<file path="src/rtl/abr_pkg.sv">
// Package for the automatic backlight ramp controller.
// Holds the request action codes, register indexes and fixed-point constants.
// No dependencies.
`default_nettype none

package abr_pkg;

  typedef enum logic [1:0] {
    ACT_TICK = 2'd0,
    ACT_ON   = 2'd1,
    ACT_OFF  = 2'd2
  } action_t;

  localparam int CFG_IDX_W = 1;

  typedef enum logic [CFG_IDX_W-1:0] {
    CFG_MIN_LEVEL = 1'b0,
    CFG_MAX_LEVEL = 1'b1
  } cfg_index_t;

  localparam logic [7:0] MIN_LEVEL_RST = 8'd10;
  localparam logic [7:0] MAX_LEVEL_RST = 8'd255;
  localparam logic [7:0] FULL_LEVEL    = 8'd255;

  // Level arithmetic is done in 18-bit signed Q10.8.
  localparam int LVL_W = 18;
  localparam logic signed [LVL_W-1:0] ONE_Q      = 18'sd256;
  localparam logic signed [LVL_W-1:0] MAN_STEP_Q = 18'sd2560;

endpackage

`default_nettype wire

</file>
<file path="src/rtl/auto_backlight_ramp_core.sv">
// Top level of the automatic backlight ramp controller.
// Ambient sample ring, running sum, target and Q8.8 ramp, output skid buffer.
// Depends on abr_pkg.
//
//  channel | direction | handshake           | payload
//  in      | input     | in_valid/in_ready   | in_action, in_light_sample
//  out     | output    | out_valid/out_ready | out_pwm_level
//  cfg     | input     | cfg_valid/cfg_ready | cfg_index, cfg_data
//
// A request is taken per cycle while in_ready is high; results are registered.
// The sample ring and the ramp are updated in a single pass per request.
// A two-entry output buffer lets requests keep flowing while one result waits;
// in_ready drops only when both entries are full.
// Reset is synchronous and clears the ring through per-entry valid bits at once.
// The configuration port is always ready.
`default_nettype none

module auto_backlight_ramp_core
  import abr_pkg::*;
#(
  parameter int SAMPLE_COUNT = 8
) (
  input  wire                  clk,
  input  wire                  rst_n,
  input  wire                  in_valid,
  output logic                 in_ready,
  input  wire  [1:0]           in_action,
  input  wire  [7:0]           in_light_sample,
  output logic                 out_valid,
  input  wire                  out_ready,
  output logic [7:0]           out_pwm_level,
  input  wire                  cfg_valid,
  output logic                 cfg_ready,
  input  wire  [CFG_IDX_W-1:0] cfg_index,
  input  wire  [7:0]           cfg_data
);

  localparam int LOG_N = $clog2(SAMPLE_COUNT);
  localparam int POS_W = (SAMPLE_COUNT > 1) ? LOG_N : 1;
  localparam int TOT_W = 8 + LOG_N;
  localparam int SHIFT = TOT_W + LOG_N;
  localparam int MUL_W = TOT_W + 2;
  localparam longint unsigned RECIP =
    ((64'd1 << SHIFT) + SAMPLE_COUNT - 1) / SAMPLE_COUNT;
  localparam logic [MUL_W-1:0] RECIP_V = MUL_W'(RECIP);
  localparam logic [POS_W-1:0] LAST_POS = POS_W'(SAMPLE_COUNT - 1);

  logic [7:0]       min_level_r, max_level_r;
  logic [7:0]       mem [SAMPLE_COUNT];
  logic [SAMPLE_COUNT-1:0] vld_r, vld_nxt;
  logic [POS_W-1:0] pos_r, pos_nxt;
  logic [TOT_W-1:0] total_r, total_nxt;
  logic [15:0]      level_r, level_nxt;
  logic [7:0]       goal_r, goal_nxt;
  logic             light_on_r, light_on_nxt;
  logic             follow_r, follow_nxt;
  logic [7:0]       rd_data_r, byp_data_r;
  logic             rd_vld_r, rd_byp_r;
  logic             out_valid_r, out_valid_nxt;
  logic [7:0]       out_pwm_r, out_pwm_nxt;
  logic             skid_valid_r, skid_valid_nxt;
  logic [7:0]       skid_pwm_r, skid_pwm_nxt;

  logic                   accept, store, res;
  logic [7:0]             old_sample;
  logic [TOT_W+MUL_W-1:0] prod;
  logic [7:0]             avg, inv, target, goal_eff;
  logic signed [LVL_W-1:0] goal_q, now_q, top_q, delta, delta_adj, step, sum_q, new_q, err;

  assign in_ready  = !skid_valid_r;
  assign accept    = in_valid && in_ready;
  assign cfg_ready = 1'b1;
  assign out_valid     = out_valid_r;
  assign out_pwm_level = out_pwm_r;

  assign old_sample = rd_byp_r ? byp_data_r : (rd_vld_r ? rd_data_r : 8'd0);

  always_comb begin
    prod = TOT_W'(total_r) * RECIP_V;
    avg  = prod[SHIFT +: 8];
    inv  = FULL_LEVEL - avg;
    target = (inv < min_level_r) ? min_level_r : inv;
    if (target > max_level_r) begin
      target = max_level_r;
    end
  end

  always_comb begin
    goal_eff  = follow_r ? target : goal_r;
    goal_q    = LVL_W'({2'b00, goal_eff, 8'h00});
    now_q     = LVL_W'({2'b00, level_r});
    top_q     = LVL_W'({2'b00, max_level_r, 8'h00});
    delta     = goal_q - now_q;
    delta_adj = delta + LVL_W'({3{delta[LVL_W-1]}});
    if (follow_r) begin
      step = delta_adj >>> 3;
    end else begin
      step = (delta < MAN_STEP_Q) ? delta : MAN_STEP_Q;
    end
    sum_q = now_q + step;
    new_q = now_q;
    if (delta > ONE_Q || delta < -ONE_Q) begin
      new_q = sum_q;
      if (sum_q < 0) begin
        new_q = '0;
      end
      if (sum_q > top_q) begin
        new_q = top_q;
      end
    end
    err = goal_q - new_q;
  end

  always_comb begin
    store        = 1'b0;
    pos_nxt      = pos_r;
    vld_nxt      = vld_r;
    total_nxt    = total_r;
    level_nxt    = level_r;
    goal_nxt     = goal_r;
    light_on_nxt = light_on_r;
    follow_nxt   = follow_r;
    if (accept) begin
      case (in_action)
        ACT_ON: begin
          light_on_nxt = 1'b1;
          follow_nxt   = 1'b0;
          goal_nxt     = target;
        end
        ACT_OFF: begin
          light_on_nxt = 1'b0;
          follow_nxt   = 1'b0;
          goal_nxt     = 8'd0;
        end
        ACT_TICK: begin
          if (follow_r || level_r[15:8] != goal_r) begin
            store      = 1'b1;
            goal_nxt   = goal_eff;
            pos_nxt    = (pos_r == LAST_POS) ? '0 : pos_r + 1'b1;
            vld_nxt[pos_r] = 1'b1;
            total_nxt  = total_r - TOT_W'(old_sample) + TOT_W'(in_light_sample);
            level_nxt  = new_q[15:0];
            if (err < ONE_Q && err > -ONE_Q) begin
              level_nxt  = goal_q[15:0];
              follow_nxt = light_on_r;
            end
          end
        end
        default: begin
        end
      endcase
    end
  end

  assign res = store;

  always_comb begin
    out_valid_nxt  = out_valid_r;
    out_pwm_nxt    = out_pwm_r;
    skid_valid_nxt = skid_valid_r;
    skid_pwm_nxt   = skid_pwm_r;
    if (!out_valid_r || out_ready) begin
      if (skid_valid_r) begin
        out_valid_nxt  = 1'b1;
        out_pwm_nxt    = skid_pwm_r;
        skid_valid_nxt = 1'b0;
      end else begin
        out_valid_nxt = res;
        out_pwm_nxt   = level_nxt[15:8];
      end
    end else if (res) begin
      skid_valid_nxt = 1'b1;
      skid_pwm_nxt   = level_nxt[15:8];
    end
  end

  always_ff @(posedge clk) begin
    if (store) begin
      mem[pos_r] <= in_light_sample;
      rd_data_r  <= mem[pos_nxt];
      byp_data_r <= in_light_sample;
    end
    out_pwm_r  <= out_pwm_nxt;
    skid_pwm_r <= skid_pwm_nxt;
  end

  always_ff @(posedge clk) begin
    if (!rst_n) begin
      min_level_r  <= MIN_LEVEL_RST;
      max_level_r  <= MAX_LEVEL_RST;
      vld_r        <= '0;
      pos_r        <= '0;
      total_r      <= '0;
      level_r      <= '0;
      goal_r       <= '0;
      light_on_r   <= 1'b0;
      follow_r     <= 1'b0;
      rd_vld_r     <= 1'b0;
      rd_byp_r     <= 1'b0;
      out_valid_r  <= 1'b0;
      skid_valid_r <= 1'b0;
    end else begin
      if (cfg_valid && cfg_ready) begin
        case (cfg_index)
          CFG_MIN_LEVEL: min_level_r <= cfg_data;
          CFG_MAX_LEVEL: max_level_r <= cfg_data;
          default: begin
          end
        endcase
      end
      if (store) begin
        rd_vld_r <= vld_r[pos_nxt];
        rd_byp_r <= (pos_nxt == pos_r);
      end
      vld_r        <= vld_nxt;
      pos_r        <= pos_nxt;
      total_r      <= total_nxt;
      level_r      <= level_nxt;
      goal_r       <= goal_nxt;
      light_on_r   <= light_on_nxt;
      follow_r     <= follow_nxt;
      out_valid_r  <= out_valid_nxt;
      skid_valid_r <= skid_valid_nxt;
    end
  end

  a_skid_behind_out: assert property (@(posedge clk) disable iff (!rst_n)
    skid_valid_r |-> out_valid_r)
    else $error("skid entry held without a head entry");

  a_follow_needs_light: assert property (@(posedge clk) disable iff (!rst_n)
    follow_r |-> light_on_r)
    else $error("auto-follow active while the backlight is off");

  a_off_clears: assert property (@(posedge clk) disable iff (!rst_n)
    (accept && in_action == ACT_OFF) |=> (!light_on_r && !follow_r && goal_r == 8'd0))
    else $error("off request did not clear the target");

  a_idle_tick: assert property (@(posedge clk) disable iff (!rst_n)
    (accept && in_action == ACT_TICK && !follow_r && level_r[15:8] == goal_r)
      |=> ($stable(level_r) && $stable(total_r) && $stable(pos_r)))
    else $error("idle tick changed the state");

endmodule

`default_nettype wire
</file>
<file path="config.mk">
export PLATFORM = sky130hd
export DESIGN_NAME = auto_backlight_ramp_core
export DESIGN_NICKNAME = d
export VERILOG_FILES = /design/src/rtl/abr_pkg.sv /design/src/rtl/auto_backlight_ramp_core.sv
export SDC_FILE = /design/constraint.sdc
export NUM_CORES = 1
export LEC_CHECK = 0
export BUFFER_PORTS_ARGS = -buffer_cell sky130_fd_sc_hd__buf_2
export CAP_MARGIN = 40
export CORE_ASPECT_RATIO = 0.5
export CORE_UTILIZATION = 45
export CTS_CLUSTER_DIAMETER = 60
export DETAILED_ROUTE_END_ITERATION = 10
export HOLD_SLACK_MARGIN = 0.06
export PLACE_DENSITY = 0.71
export REMOVE_ABC_BUFFERS = 1
export SKIP_LAST_GASP = 1
export SYNTH_ARGS = -nofsm -noshare
export SYNTH_HDL_FRONTEND = slang
export SYNTH_SLANG_ARGS = --single-unit
</file>
<file path="constraint.sdc">
create_clock -name clk -period 12.75 [get_ports clk]
set_input_delay 1.275 -clock clk [delete_from_list [all_inputs] [get_ports clk]]
set_output_delay 1.275 -clock clk [all_outputs]
set_load 0.005 [all_outputs]
</file>
---- Word-level counts from Yosys, hierarchy flattened ----
Memories as Yosys holds them, arrays and structs flattened. A register that Yosys moved wholly into a read port is not among the register bits.
Index checks and enable logic that the tools add are counted.
storage, ports and cells
  register bits ........................... 92
  bits in latches ......................... 0
  RAM bits ................................ 64
  ROM bits ................................ 0
  input bits .............................. 24
  output and inout bits ................... 11
  word-level logic and storage cells ...... 105
  memories ................................ 1
memory list
  name  words  bits a word  rd ports  clocked after memory_dff  wr ports  RTL line                        source
  mem   8      8            1         1                         1         auto_backlight_ramp_core.sv:49  logic [7:0] mem [SAMPLE_COUNT];
cells by class
  $add $sub $neg .......................... 8
  $mul .................................... 0
  div/mod/pow operators ................... 0
  $lt $le $gt $ge ......................... 12
  equality and inequality tests ........... 7
  shift-type cells ........................ 0
  muxes and demuxes ....................... 35
  bitwise operators ....................... 4
  reduce and logical (&&, ||, !) cells .... 21
operators by type and width
  operator                                                                            count
  18-bit 2-to-1 mux                                                                   5
  16-bit 2-to-1 mux                                                                   4
  8-bit 2-to-1 mux                                                                    7
  8-bit one-hot mux with 3 select lines                                               1
  17-bit by 18-bit adder with 18-bit output                                           1
  17-bit by 4-bit adder with 18-bit output                                            1
  18-bit by 17-bit greater-than comparator with 1-bit output                          1
  18-bit by 9-bit greater-than comparator with 1-bit output (second input constant)   1
  18-bit by 1-bit < comparator with 1-bit output (second input constant)              1
  18-bit by 10-bit < comparator with 1-bit output (second input constant)             1
  17-bit by 18-bit subtractor with 18-bit output                                      1
  17-bit by 10-bit greater-than comparator with 1-bit output (second input constant)  1
  17-bit by 13-bit < comparator with 1-bit output (second input constant)             1
  17-bit by 9-bit < comparator with 1-bit output (second input constant)              1
  16-bit by 16-bit subtractor with 17-bit output                                      1
  3-bit 2-to-1 mux                                                                    4
  11-bit by 8-bit adder with 11-bit output                                            1
  11-bit by 8-bit subtractor with 11-bit output                                       1
  1-bit 2-to-1 mux                                                                    10
  8-bit greater-than comparator                                                       1
  3-bit by 4-bit < comparator with 1-bit output (second input constant)               2
  8-bit < comparator                                                                  1
  8-bit != test                                                                       1
  8-bit bitwise OR                                                                    1
  22 further kinds                                                                    37

---- Longest topological paths before layout ----
  depth after elaboration ................. 23
  gate-level depth with buffers ........... 69
  mapped depth without buffers ............ 64

---- Least setup slack after synthesis ----
No wires, ideal clock.
  path type ............................... reg-to-reg
  start point ............................. register total_r[4]
  end point ............................... register skid_pwm_r[2], data pin
  setup time .............................. 290 ps
  arrival time ............................ 12240 ps
  required time ........................... 12460 ps
  setup slack ............................. 220 ps
  stages on the path, launching flop included .. 63
  buffers on the path ..................... 3
  period minus slack after synthesis ...... 12530 ps
  cells stage by stage .................... dfxtp_1 -> inv_1 -> ha_1 -> a21boi_0 -> o21a_1 -> o21a_1 -> o211ai_1 -> a21oi_1 -> clkbuf_1 -> nor2_1 -> a21oi_1 -> ha_1 -> nor2b_1 -> o21a_1 -> o21a_1 -> o21ai_0 -> nand3b_1 -> nand2_1 -> [... 27 more ...] -> o32ai_1 -> o41ai_4 -> buf_6 -> mux2i_1 -> nor2_1 -> a21oi_1 -> ha_1 -> nand2_1 -> a21oi_1 -> a21bo_1 -> a311oi_4 -> o21ai_4 -> and3_1 -> o221a_2 -> buf_2 -> and4b_4 -> nor3_1 -> o22ai_1
between the ends
  word-level cells in the longest chain between the ends .. 22
  elaborated cells on any way between the ends .. 28
  classes of those cells .................. add/sub: 5; order compare: 9; mux: 12; reduce/logical: 2
ends and longest elaborated chain
  what                                                                                                                          RTL line                         source
  start, declared                                                                                                               auto_backlight_ramp_core.sv:52   logic [TOT_W-1:0] total_r, total_nxt;
  start signal, assigned                                                                                                        auto_backlight_ramp_core.sv:217  total_r <= total_nxt;
  8-bit subtractor (*)                                                                                                          auto_backlight_ramp_core.sv:81   inv = FULL_LEVEL - avg;
  8-bit < comparator                                                                                                            auto_backlight_ramp_core.sv:82   target = (inv < min_level_r) ? min_level_r : inv;
  8-bit 2-to-1 mux (*)                                                                                                          auto_backlight_ramp_core.sv:82
  8-bit greater-than comparator                                                                                                 auto_backlight_ramp_core.sv:83   if (target > max_level_r) begin
  8-bit 2-to-1 mux (*)                                                                                                          auto_backlight_ramp_core.sv:83
  8-bit 2-to-1 mux (*)                                                                                                          auto_backlight_ramp_core.sv:89   goal_eff = follow_r ? target : goal_r;
  16-bit by 16-bit subtractor with 17-bit output                                                                                auto_backlight_ramp_core.sv:93   delta = goal_q - now_q;
  17-bit by 13-bit < comparator with 1-bit output                                                                               auto_backlight_ramp_core.sv:98   step = (delta < MAN_STEP_Q) ? delta : MAN_STEP_Q;
  [... 7 more ...]                                                                                                              -
  17-bit by 18-bit subtractor with 18-bit output                                                                                auto_backlight_ramp_core.sv:111  err = goal_q - new_q;
  18-bit by 10-bit < comparator with 1-bit output or 18-bit by 9-bit greater-than comparator with 1-bit output (tied branches)  auto_backlight_ramp_core.sv:143  if (err < ONE_Q && err > -ONE_Q) begin
  1-bit logical AND                                                                                                             auto_backlight_ramp_core.sv:143
  16-bit 2-to-1 mux (*)                                                                                                         auto_backlight_ramp_core.sv:143
  16-bit 2-to-1 mux (*)                                                                                                         auto_backlight_ramp_core.sv:136  if (follow_r || level_r[15:8] != goal_r) begin
  16-bit 2-to-1 mux (*)                                                                                                         auto_backlight_ramp_core.sv:124  case (in_action)
  16-bit 2-to-1 mux (*)                                                                                                         auto_backlight_ramp_core.sv:123  if (accept) begin
  named net level_nxt[10]                                                                                                       auto_backlight_ramp_core.sv:53   logic [15:0] level_r, level_nxt;
  end signal, assigned                                                                                                          auto_backlight_ramp_core.sv:184  skid_pwm_r <= skid_pwm_nxt;
  end, declared                                                                                                                 auto_backlight_ramp_core.sv:62   logic [7:0] skid_pwm_r, skid_pwm_nxt;
The timed path passes the listed nets; every way through them passes the cells marked *.
A chain may end at the register's enable or synchronous reset.

---- Worst setup path in the final report ----
  start point ............................. register total_r[4]
  end point ............................... register out_pwm_r[2] (netlist: out_pwm_level[2]), data pin
between the ends
  word-level cells in the longest chain between the ends .. 23
  elaborated cells on any way between the ends .. 29
  classes of those cells .................. add/sub: 5; order compare: 9; mux: 13; reduce/logical: 2
ends and longest elaborated chain
  what                                                                                                                          RTL line                         source
  8-bit subtractor (*)                                                                                                          auto_backlight_ramp_core.sv:81
  8-bit < comparator                                                                                                            auto_backlight_ramp_core.sv:82
  8-bit 2-to-1 mux (*)                                                                                                          auto_backlight_ramp_core.sv:82
  8-bit greater-than comparator                                                                                                 auto_backlight_ramp_core.sv:83
  8-bit 2-to-1 mux (*)                                                                                                          auto_backlight_ramp_core.sv:83
  8-bit 2-to-1 mux (*)                                                                                                          auto_backlight_ramp_core.sv:89
  16-bit by 16-bit subtractor with 17-bit output                                                                                auto_backlight_ramp_core.sv:93
  17-bit by 13-bit < comparator with 1-bit output                                                                               auto_backlight_ramp_core.sv:98
  [... 7 more ...]                                                                                                              -
  17-bit by 18-bit subtractor with 18-bit output                                                                                auto_backlight_ramp_core.sv:111
  18-bit by 10-bit < comparator with 1-bit output or 18-bit by 9-bit greater-than comparator with 1-bit output (tied branches)  auto_backlight_ramp_core.sv:143
  1-bit logical AND                                                                                                             auto_backlight_ramp_core.sv:143
  16-bit 2-to-1 mux (*)                                                                                                         auto_backlight_ramp_core.sv:143
  16-bit 2-to-1 mux (*)                                                                                                         auto_backlight_ramp_core.sv:136
  16-bit 2-to-1 mux (*)                                                                                                         auto_backlight_ramp_core.sv:124
  16-bit 2-to-1 mux (*)                                                                                                         auto_backlight_ramp_core.sv:123
  8-bit 2-to-1 mux (*)                                                                                                          auto_backlight_ramp_core.sv:163  if (skid_valid_r) begin
  end signal, assigned                                                                                                          auto_backlight_ramp_core.sv:183  out_pwm_r <= out_pwm_nxt;
  end, declared                                                                                                                 auto_backlight_ramp_core.sv:60   logic [7:0] out_pwm_r, out_pwm_nxt;
Every way passes the cells marked *; elsewhere a longest branch is shown, timed or not.

==> impl_metrics.tcl <==
set metrics [dict create \
    yosys.area.top_type "edfxtp_1" \
    grt_pass1_wl_mm 47.0 \
    finalSetupViolations 0 \
    cts_tree "done" \
    yosysWarnings 0 \
    ys_ff_latch 164 \
    ios 35 \
    cts.clk_slew.worst_paths_ps 70 \
    dominantRegCellSynth "edfxtp_1" \
    drt_iter0_drc 728 \
    cp.arrival_ps 12510 \
    grt_max_degree 53 \
    async_flop_share_pct 0 \
    rsz0062_at_grt "yes" \
    finalPower_w 0.00323 \
    root_buffer "clkbuf_16" \
    dieWidth_um 226 \
    period_share_pct 96.9 \
    cts_inserted_buffers 17 \
    num-fill-cells 2166 \
    ys_types 100 \
    row_count 40 \
    synth.most_common_cell "nand2_1" \
    p_leak_nw 5.36 \
    fin_tns_setup_ps 0 \
    first_pass_iters 5 \
    gp_congestion 0.929 \
    slew_violations 0 \
    synth_edf_count 96 \
    wl_mm 29.8 \
    grt-ovfl-total 0 \
    p_per_area_nw_per_um2 243 \
    insertion_delay_ps 450 \
    synth_area_leaders "edfxtp_1 (26%), dfxtp_1 (12%), ha_1 (8.0%)" \
    routed_via_density 5.80 \
    netlist_instances 1252 \
    maxSlewHeadroom_pct 41.1 \
    startpoint_type "flop" \
    slowest_delay_ps 770 \
    io_buffers 33 \
    synth_common_cells "nand2_1 (179), edfxtp_1 (96), inv_1 (89)" \
    status "completed" \
    crit_buf_inv 6 \
    worstMarginPinSlew_ps 882 \
    start_util_pct 46.5 \
    htree_levels 4 \
    crit_cells 57 \
    placed_area_um2 12100 \
    hold_violations 0 \
    cts.path.max_buffers 2 \
    layout-drive-gt1-share_pct 19.7 \
    hp-class "reg2reg" \
    grt_usage_pct 23.2 \
    fin_area_um2 13300 \
    critical_path_class "reg2reg" \
    die_y_um 114 \
    seq_area_frac_synth_pct 37.6 \
    min_path_cells 2 \
    drtAntennaViolNets 0 \
    min_period_ps 12350 \
    ctsHoldBuffers 0 \
    final_nets 1434 \
    fmax_mhz 80.9 \
    crit_required_ps 12900 \
    synth_top_area_share_pct 25.5 \
    r2r_cells 57 \
    finClkSkew_ps 16.7 \
    hpwlAfterDp_mm 21.4 \
    cts_num_sinks 164 \
    num_antenna_cells 0 \
    vdd_drop_max_v 0.000164 \
    core_um2 24300 \
    antenna_found_initial 0 \
    wire_per_inst_um 17.7 \
    crit_fanout 9 \
    grt_pass1_vias 9170 \
    cp_top_family "compound AO/OA/AOI/OAI gates" \
    drc 0 \
    critPathSlowestCell "or4b_2" \
    syn_area_um2 11300 \
    drv_cap 0 \
    die_area_um2 25800 \
    regArea_um2 4250 \
    cp-end-kind "flop" \
    num_vias 9726 \
    area_growth_pct 17.6 \
    synth.avg_cell_area_um2 9.03 \
    multiInputGateArea_um2 6900 \
]
==> flip-flops by register name, summed over array words and instances (netlist names) <==
register	count
mem	64
level_r	16
total_r	11
byp_data_r	8
goal_r	8
max_level_r	8
min_level_r	8
out_pwm_level	8
rd_data_r	8
skid_pwm_r	8
vld_r	8
pos_r	3
follow_r	1
light_on_r	1
out_valid	1
rd_byp_r	1
rd_vld_r	1
skid_valid_r	1
==> logic make-up after synthesis <==
kind of cell    share of synthesized area (%)
simple gates                             20.0
compound gates                           20.7
flops                                    37.6
buf+inv                                  5.28
fa+ha+maj                                9.57
xor+xnor                                 4.14
mux                                      2.71
other cells                            0.0332
==> where the power goes <==
part           switching, W  internal (W)  total, W
registers         0.0000309      0.000605  0.000636
clock network      0.000224      0.000291  0.000515
logic               0.00120      0.000877   0.00208
total               0.00146       0.00177   0.00323
==> worst paths after layout <==
kind / start / end / slack [ps]
min reg2reg: total_r[0] / total_r[0] / 460
min: total_r[0] / total_r[0] / 460
max: total_r[4] / out_pwm_level[2] / 400
max reg2reg: total_r[4] / out_pwm_level[2] / 400
==> cell type report <==
cell class	instances	share of cell area [%]
multi-input combinational	939	51.9
sequential	164	31.9
timing repair buffer	116	6.04
clock buffer	19	3.26
tap	336	3.16
inverter	91	2.57
clock inverter	13	1.10
==> layout by cell type, fill, tap and decap left out, drive strengths merged, types with 19 or more instances in the layout <==
cell,synthesis,layout
a21o,20,20
a21oi,69,69
a22o,19,19
buf,19,116
clkbuf,39,19
dfxtp,68,68
edfxtp,96,96
ha,72,72
inv,90,95
nand2,180,180
nand3,49,49
nor2,84,84
nor3,22,22
o211ai,25,25
o21a,20,20
o21ai,61,61
xnor2,35,35
==> layer usage <==
metal	share of wire (%)	vias up	track usage (%)	routed length (µm)
met5	0	-	0	0
met3	4.7	59	4.44	1410
met1	44	4651	29.2	13100
li1	-	4739	-	-
met4	2.6	0	7.79	763
met2	49	277	40.1	14500
==> tightest hold or removal path: cells and delay by family, from the launching register on <==
family           cells  cell delay, ps
flip-flops           1             310
AND/OR/NAND/NOR      1              50
AO/OA/AOI/OAI        1              50
==> what timing repair did <==
action | CTS | global route
pin swaps | 7 | 40
endpoints found under the setup margin | 33 | 33
setup buffers | 3 | 29
cloned | 0 | 0
resized for setup | 18 | 80
==> per-stage QoR <==
step,setup WS (ps),utilization [%],instances,hold WS [ps]
6_report,396,54.6,1678,456
5_1_grt,-117,54.6,1678,482
4_1_cts,23.8,52.4,1650,463
3_5_place_dp,-382,49.6,1615,452
3_3_place_gp,-110,49.5,1612,443
2_1_floorplan,-109,-,1194,432
(Power assumes the default switching activity.)
